<file path="src/hdl/bthalloc_ram.sv">
// ----------------------------------------------------------------------------
// bthalloc_ram
// Simple dual-port RAM, one write port, one registered read port.
// ----------------------------------------------------------------------------
module bthalloc_ram #(
  parameter int WIDTH = 8,
  parameter int DEPTH = 16
) (
  input  logic                     clk,
  input  logic                     we,
  input  logic [$clog2(DEPTH)-1:0] waddr,
  input  logic [WIDTH-1:0]         wdata,
  input  logic [$clog2(DEPTH)-1:0] raddr,
  output logic [WIDTH-1:0]         rdata
);

  logic [WIDTH-1:0] mem [DEPTH];
  logic [WIDTH-1:0] rdata_r;

  always_ff @(posedge clk) begin
    if (we) begin
      mem[waddr] <= wdata;
    end
    rdata_r <= mem[raddr];
  end

  assign rdata = rdata_r;

endmodule

</file>
<file path="config.mk">
export PLATFORM = sky130hd
export DESIGN_NAME = bthalloc_ram
export DESIGN_NICKNAME = d
export VERILOG_FILES = /design/src/hdl/bthalloc_ram.sv
export SDC_FILE = /design/constraint.sdc
export NUM_CORES = 1
export LEC_CHECK = 0
export BUFFER_PORTS_ARGS = -buffer_cell sky130_fd_sc_hd__buf_2
export CAP_MARGIN = 20
export CORE_UTILIZATION = 45
export DETAILED_ROUTE_END_ITERATION = 6
export GPL_TIMING_DRIVEN = 0
export HOLD_SLACK_MARGIN = 0.15
export PLACE_DENSITY = 0.58
export SYNTH_ARGS = -nofsm -noshare
export SYNTH_HDL_FRONTEND = slang
export SYNTH_SLANG_ARGS = --single-unit
</file>
<file path="constraint.sdc">
create_clock -name clk -period 2.55 [get_ports clk]
set_input_delay 0.765 -clock clk [delete_from_list [all_inputs] [get_ports clk]]
set_output_delay 0.765 -clock clk [all_outputs]
set_load 0.01 [all_outputs]
</file>
* Word-level counts from Yosys, hierarchy flattened
Memory sizes are Yosys's and may differ from the RTL's. A register that Yosys moved wholly into a read port is not among the register bits.
Cells that the tools add are included.
** Operators by class
- Add/subtract/negate cells :: 0
- Multiply operators :: 0
- Div/mod/pow operators :: 0
- $lt $le $gt $ge :: 0
- Equality and inequality tests :: 0
- Shifts and indexed selects :: 0
- Mux-type cells :: 2
- Bitwise operators :: 0
- Reductions and logical operators :: 0
** Operators with widths (number)
- $mux W1 :: 2
** Word-level totals
- Register bits after elaboration :: 0
- Latch bits :: 0
- RAM bits :: 128
- Bits in read-only memories :: 0
- Bits of input ports :: 18
- Output and inout bits :: 8
- Logic and storage cells :: 3
- Memories :: 1
** Memory list
- mem :: words 16, bits a word 8, read ports 1, clocked after Yosys merged registers in 1, wr ports 1, line 17 : logic [WIDTH-1:0] mem [DEPTH];

* Depth between registers and ports, before layout
- Depth after elaboration :: 2
- Gate-level depth with buffers :: 5
- Depth with buffers taken out :: 3

* Worst setup path before layout
OpenSTA, ideal clock, no wires.
- Kind :: input -> register
- Start point :: input port waddr[2]
- End point :: memory mem[0][0], enable pin
- Setup time :: 0.383 ns
- Arrival :: 1.875 ns
- Required time :: 2.167 ns
- Slack :: 0.292 ns
- Stages on the path :: 2
- Path buffers :: 0
- Cell sequence :: or3b_2 nor3_1
** RTL lines
- from (decl) :: line 11 : input logic [$clog2(DEPTH)-1:0] waddr,
- to (decl) :: line 17
Straight into the memory's write port.

* Worst setup path after layout
- Start point :: input port waddr[2]
- End point :: memory mem[0][7], enable pin
Straight into the memory's write port.

==> impl_metrics.env <==
export IMPL_cts_repair_resize_count=0
export IMPL_netlist_cell_type_count=19
export IMPL_cts_buffers=17
export IMPL_dp_hpwl_mm=6.20
export IMPL_grt_use_total_pct=18.5
export IMPL_yosys_top_cells_area="sky130_fd_sc_hd__edfxtp_1 75%, sky130_fd_sc_hd__mux4_2 7.9%, sky130_fd_sc_hd__mux4_1 7.1%"
export IMPL_max_cap_viol_count=0
export IMPL_place_port_buffers=24
export IMPL_ctsRootBufferMaster="sky130_fd_sc_hd__clkbuf_16"
export IMPL_wire_length_of_the_first_global_routing_pass_mm=14.6
export IMPL_r2r_end="rdata[0]"
export IMPL_chipWidth_um=109
export IMPL_synth_seq_cells=136
export IMPL_final_nets=294
export IMPL_finish_instance_area_mm2=0.00606
export IMPL_postSynthCellCount=229
export IMPL_clock_tree_buf_depth=2
export IMPL_vias=2381
export IMPL_detail_route_wl_per_cell_um=22.8
export IMPL_worstPathRequired_ns=2.67
export IMPL_placed_cells=397
export IMPL_cts_tree="yes"
export IMPL_fin_crit_sh_pct=81.9
export IMPL_std_cell_rows=38
export IMPL_number_of_failing_setup_endpoints_in_the_final_timing_report=0
export IMPL_worst_setup_hold_path_clk_slew_ns=0.06
export IMPL_run_status="completed"
export IMPL_firstDrtPassIters=4
export IMPL_finalHoldViolCount=0
export IMPL_first_global_vias=2369
export IMPL_period_needed_ns=2.09
export IMPL_initial_utilization_pct=46.9
export IMPL_routabilityCongestion=0.698
export IMPL_cellLeakagePower_nw=2.06
export IMPL_cts_post_setup_buffers_inserted=0
export IMPL_yosysTopAreaCell="sky130_fd_sc_hd__edfxtp_1"
export IMPL_regArea_mm2=0.00400
export IMPL_fin_setup_tns_ns=0
export IMPL_top_level_ports=26
export IMPL_final_layout_size_suffix_gt1_share_pct=30.4
export IMPL_post_synth_and_or_nand_nor_area_fraction_pct=3.18
export IMPL_critPathLaunch="waddr[2]"
export IMPL_die_height_um=109
export IMPL_worst_r2r_startpoint="mem[5][0]"
export IMPL_timing_max_transition_violations_final=0
export IMPL_crit_path_start_kind="primary input"
export IMPL_synthDominantCellAreaShare_pct=74.7
export IMPL_clock_sink_count=136
export IMPL_detailedRoute_firstIterationViolations=162
export IMPL_worstSetupEndpoint="mem[0][7]"
export IMPL_largest_net_degree_at_the_start_of_global_routing=17
export IMPL_syn_mean_instance_area_um2=22.5
export IMPL_fillers=813
export IMPL_grt_antenna_before_repair=0
export IMPL_syn_nets=247
export IMPL_post_drt_via_cell_ratio=5.55
export IMPL_drt_drc_violations_left=0
export IMPL_placeableCoreArea_mm2=0.0110
export IMPL_pwr_density_cell_mw_per_mm2=850
export IMPL_post_route_util_pct=55.2
export IMPL_wl_mm=9.79
export IMPL_antenna_cells_inserted=0
export IMPL_mappedNetlistArea_mm2=0.00515
export IMPL_dominant_combinational_cell_family_by_area_after_synthesis="multiplexers"
export IMPL_yosys_area_share_adder_pct=0
export IMPL_design_die_area_mm2=0.0119
export IMPL_synth_compound_area_share_pct=2.33
export IMPL_crit_path_end_kind="flop"
export IMPL_grt_setup_unrepaired="no"
export IMPL_criticalPathCategory="primary input to flop"
export IMPL_critical_path_arrival_ns=2.20
export IMPL_final_cell_count_without_fillers=429
export IMPL_worstHoldPathType="flop to flop"
export IMPL_h_tree_depth=4
export IMPL_reg2reg_depth=3
export IMPL_hold_path_cell_count=3
export IMPL_r2r_setup_slack_ns=1.06
export IMPL_holdBufCountCts=0
export IMPL_grt_overflow_total=0
export IMPL_max_slew_margin_rel_pct=46.0
export IMPL_share_of_synthesized_area_spent_on_multiplexers_pct=15.0
export IMPL_fmaxAchievable_mhz=479
export IMPL_area_post_placement_mm2=0.00547
export IMPL_detail_route_antenna_nets=0
export IMPL_clock_skew_final_ns=0.00866
export IMPL_insertion_delay_ns=0.41
export IMPL_synth_warnings=0
export IMPL_timing_critical_path_fanout_max=5
export IMPL_max_slew_worst_pin_slew_ns=0.807
export IMPL_portion_of_the_post_synthesis_area_used_by_sequential_elements_pct=77.8
export IMPL_ir_drop_uv=434
export IMPL_layout_area_overhead_vs_synth_pct=17.8
export IMPL_yosys_area_share_xor_xnor_pct=0
export IMPL_multiInputGateArea_mm2=0.00106
-- through the flow --
stage	total power, W	setup slack (ns)	hold WS, ns
after floorplan	0.00269	0.292	0.629
after global placement	0.00280	-0.310	0.668
after detailed placement	0.00280	-0.000349	0.671
after CTS	0.00519	0.428	0.683
after global routing	0.00530	0.370	0.713
final	0.00516	0.462	0.689
-- placed cells by master, fill, tap and decap left out --
master                            synthesis  layout
sky130_fd_sc_hd__edfxtp_1               128     128
sky130_fd_sc_hd__buf_2                    3      28
sky130_fd_sc_hd__mux4_2                  18      18
sky130_fd_sc_hd__clkbuf_16                0      17
sky130_fd_sc_hd__a22oi_1                 16      16
sky130_fd_sc_hd__mux4_1                  14      14
sky130_fd_sc_hd__nor2_1                  13      13
sky130_fd_sc_hd__nand2_1                  9       9
sky130_fd_sc_hd__dfxtp_1                  8       8
sky130_fd_sc_hd__clkinv_2                 0       7
sky130_fd_sc_hd__clkbuf_8                 0       5
sky130_fd_sc_hd__buf_4                    1       4
sky130_fd_sc_hd__nor3_1                   4       4
sky130_fd_sc_hd__buf_6                    3       3
sky130_fd_sc_hd__clkdlybuf4s25_2          3       3
sky130_fd_sc_hd__nand3b_1                 2       2
sky130_fd_sc_hd__nand2b_1                 2       2
sky130_fd_sc_hd__bufinv_16                0       2
sky130_fd_sc_hd__nor2b_1                  1       1
sky130_fd_sc_hd__and2_1                   1       1
sky130_fd_sc_hd__and2b_1                  1       1
sky130_fd_sc_hd__nand3_1                  1       1
sky130_fd_sc_hd__or3b_2                   1       1
sky130_fd_sc_hd__clkbuf_1                 0       1
-- worst min-delay path by stage --
stage	to	start
floorplan	rdata[0]	mem[7][0]
global placement	rdata[5]	mem[11][5]
detailed placement	rdata[2]	mem[11][2]
CTS	rdata[2]	mem[11][2]
global route	rdata[2]	mem[11][2]
finish	rdata[2]	mem[11][2]
-- critical path, cell delays in order --
cell and delay [ns]:
sky130_fd_sc_hd__buf_2 0.11, sky130_fd_sc_hd__or3b_2 0.53, sky130_fd_sc_hd__nor3_1 0.52, sky130_fd_sc_hd__buf_4 0.27
-- final cells by class --
class                   instances  share of cell area (%)
flip-flops and latches        136                    66.0
multi-input cells              83                    17.4
clock buffers                  23                    8.21
well taps                     140                    2.89
repair buffers                 28                    2.44
clock inverters                 9                    1.57
plain buffers                  10                    1.42
-- synthesized netlist by cell type --
| library cell | n |
|---|---|
| sky130_fd_sc_hd__a22oi_1 | 16 |
| sky130_fd_sc_hd__and2_1 | 1 |
| sky130_fd_sc_hd__and2b_1 | 1 |
| sky130_fd_sc_hd__buf_2 | 3 |
| sky130_fd_sc_hd__buf_4 | 1 |
| sky130_fd_sc_hd__buf_6 | 3 |
| sky130_fd_sc_hd__clkdlybuf4s25_2 | 3 |
| sky130_fd_sc_hd__dfxtp_1 | 8 |
| sky130_fd_sc_hd__edfxtp_1 | 128 |
| sky130_fd_sc_hd__mux4_1 | 14 |
| sky130_fd_sc_hd__mux4_2 | 18 |
| sky130_fd_sc_hd__nand2_1 | 9 |
| sky130_fd_sc_hd__nand2b_1 | 2 |
| sky130_fd_sc_hd__nand3_1 | 1 |
| sky130_fd_sc_hd__nand3b_1 | 2 |
| sky130_fd_sc_hd__nor2_1 | 13 |
| sky130_fd_sc_hd__nor2b_1 | 1 |
| sky130_fd_sc_hd__nor3_1 | 4 |
| sky130_fd_sc_hd__or3b_2 | 1 |
-- power breakdown --
group | internal (W) | switching (W) | leakage [nW]
registers | 0.00250 | 0.0000104 | 1.22
clock network | 0.00156 | 0.000845 | 0.302
logic | 0.000100 | 0.000143 | 0.537
total | 0.00416 | 0.000999 | 2.06
-- state kept, by name, indices dropped and copies added, names as in the netlist --
register	count
mem	128
rdata	8
-- logic make-up (layout without fill, tap and decap cells) --
logic type / Yosys count / in the layout
flip-flops: 136 / 136
multiplexers: 32 / 32
AND/OR/NAND/NOR: 35 / 35
buffers and inverters: 10 / 70
AO/OA/AOI/OAI: 16 / 16
-- layer usage --
layer / vias up / track usage (%) / share of wire, %
met5: - / 0 / 0
met3: 13 / 4.36 / 6.3
li1: 1069 / - / -
met2: 86 / 26.5 / 47
met4: 0 / 8.40 / 1.9
met1: 1213 / 27.1 / 45
Power figures use the tool's default switching activity.
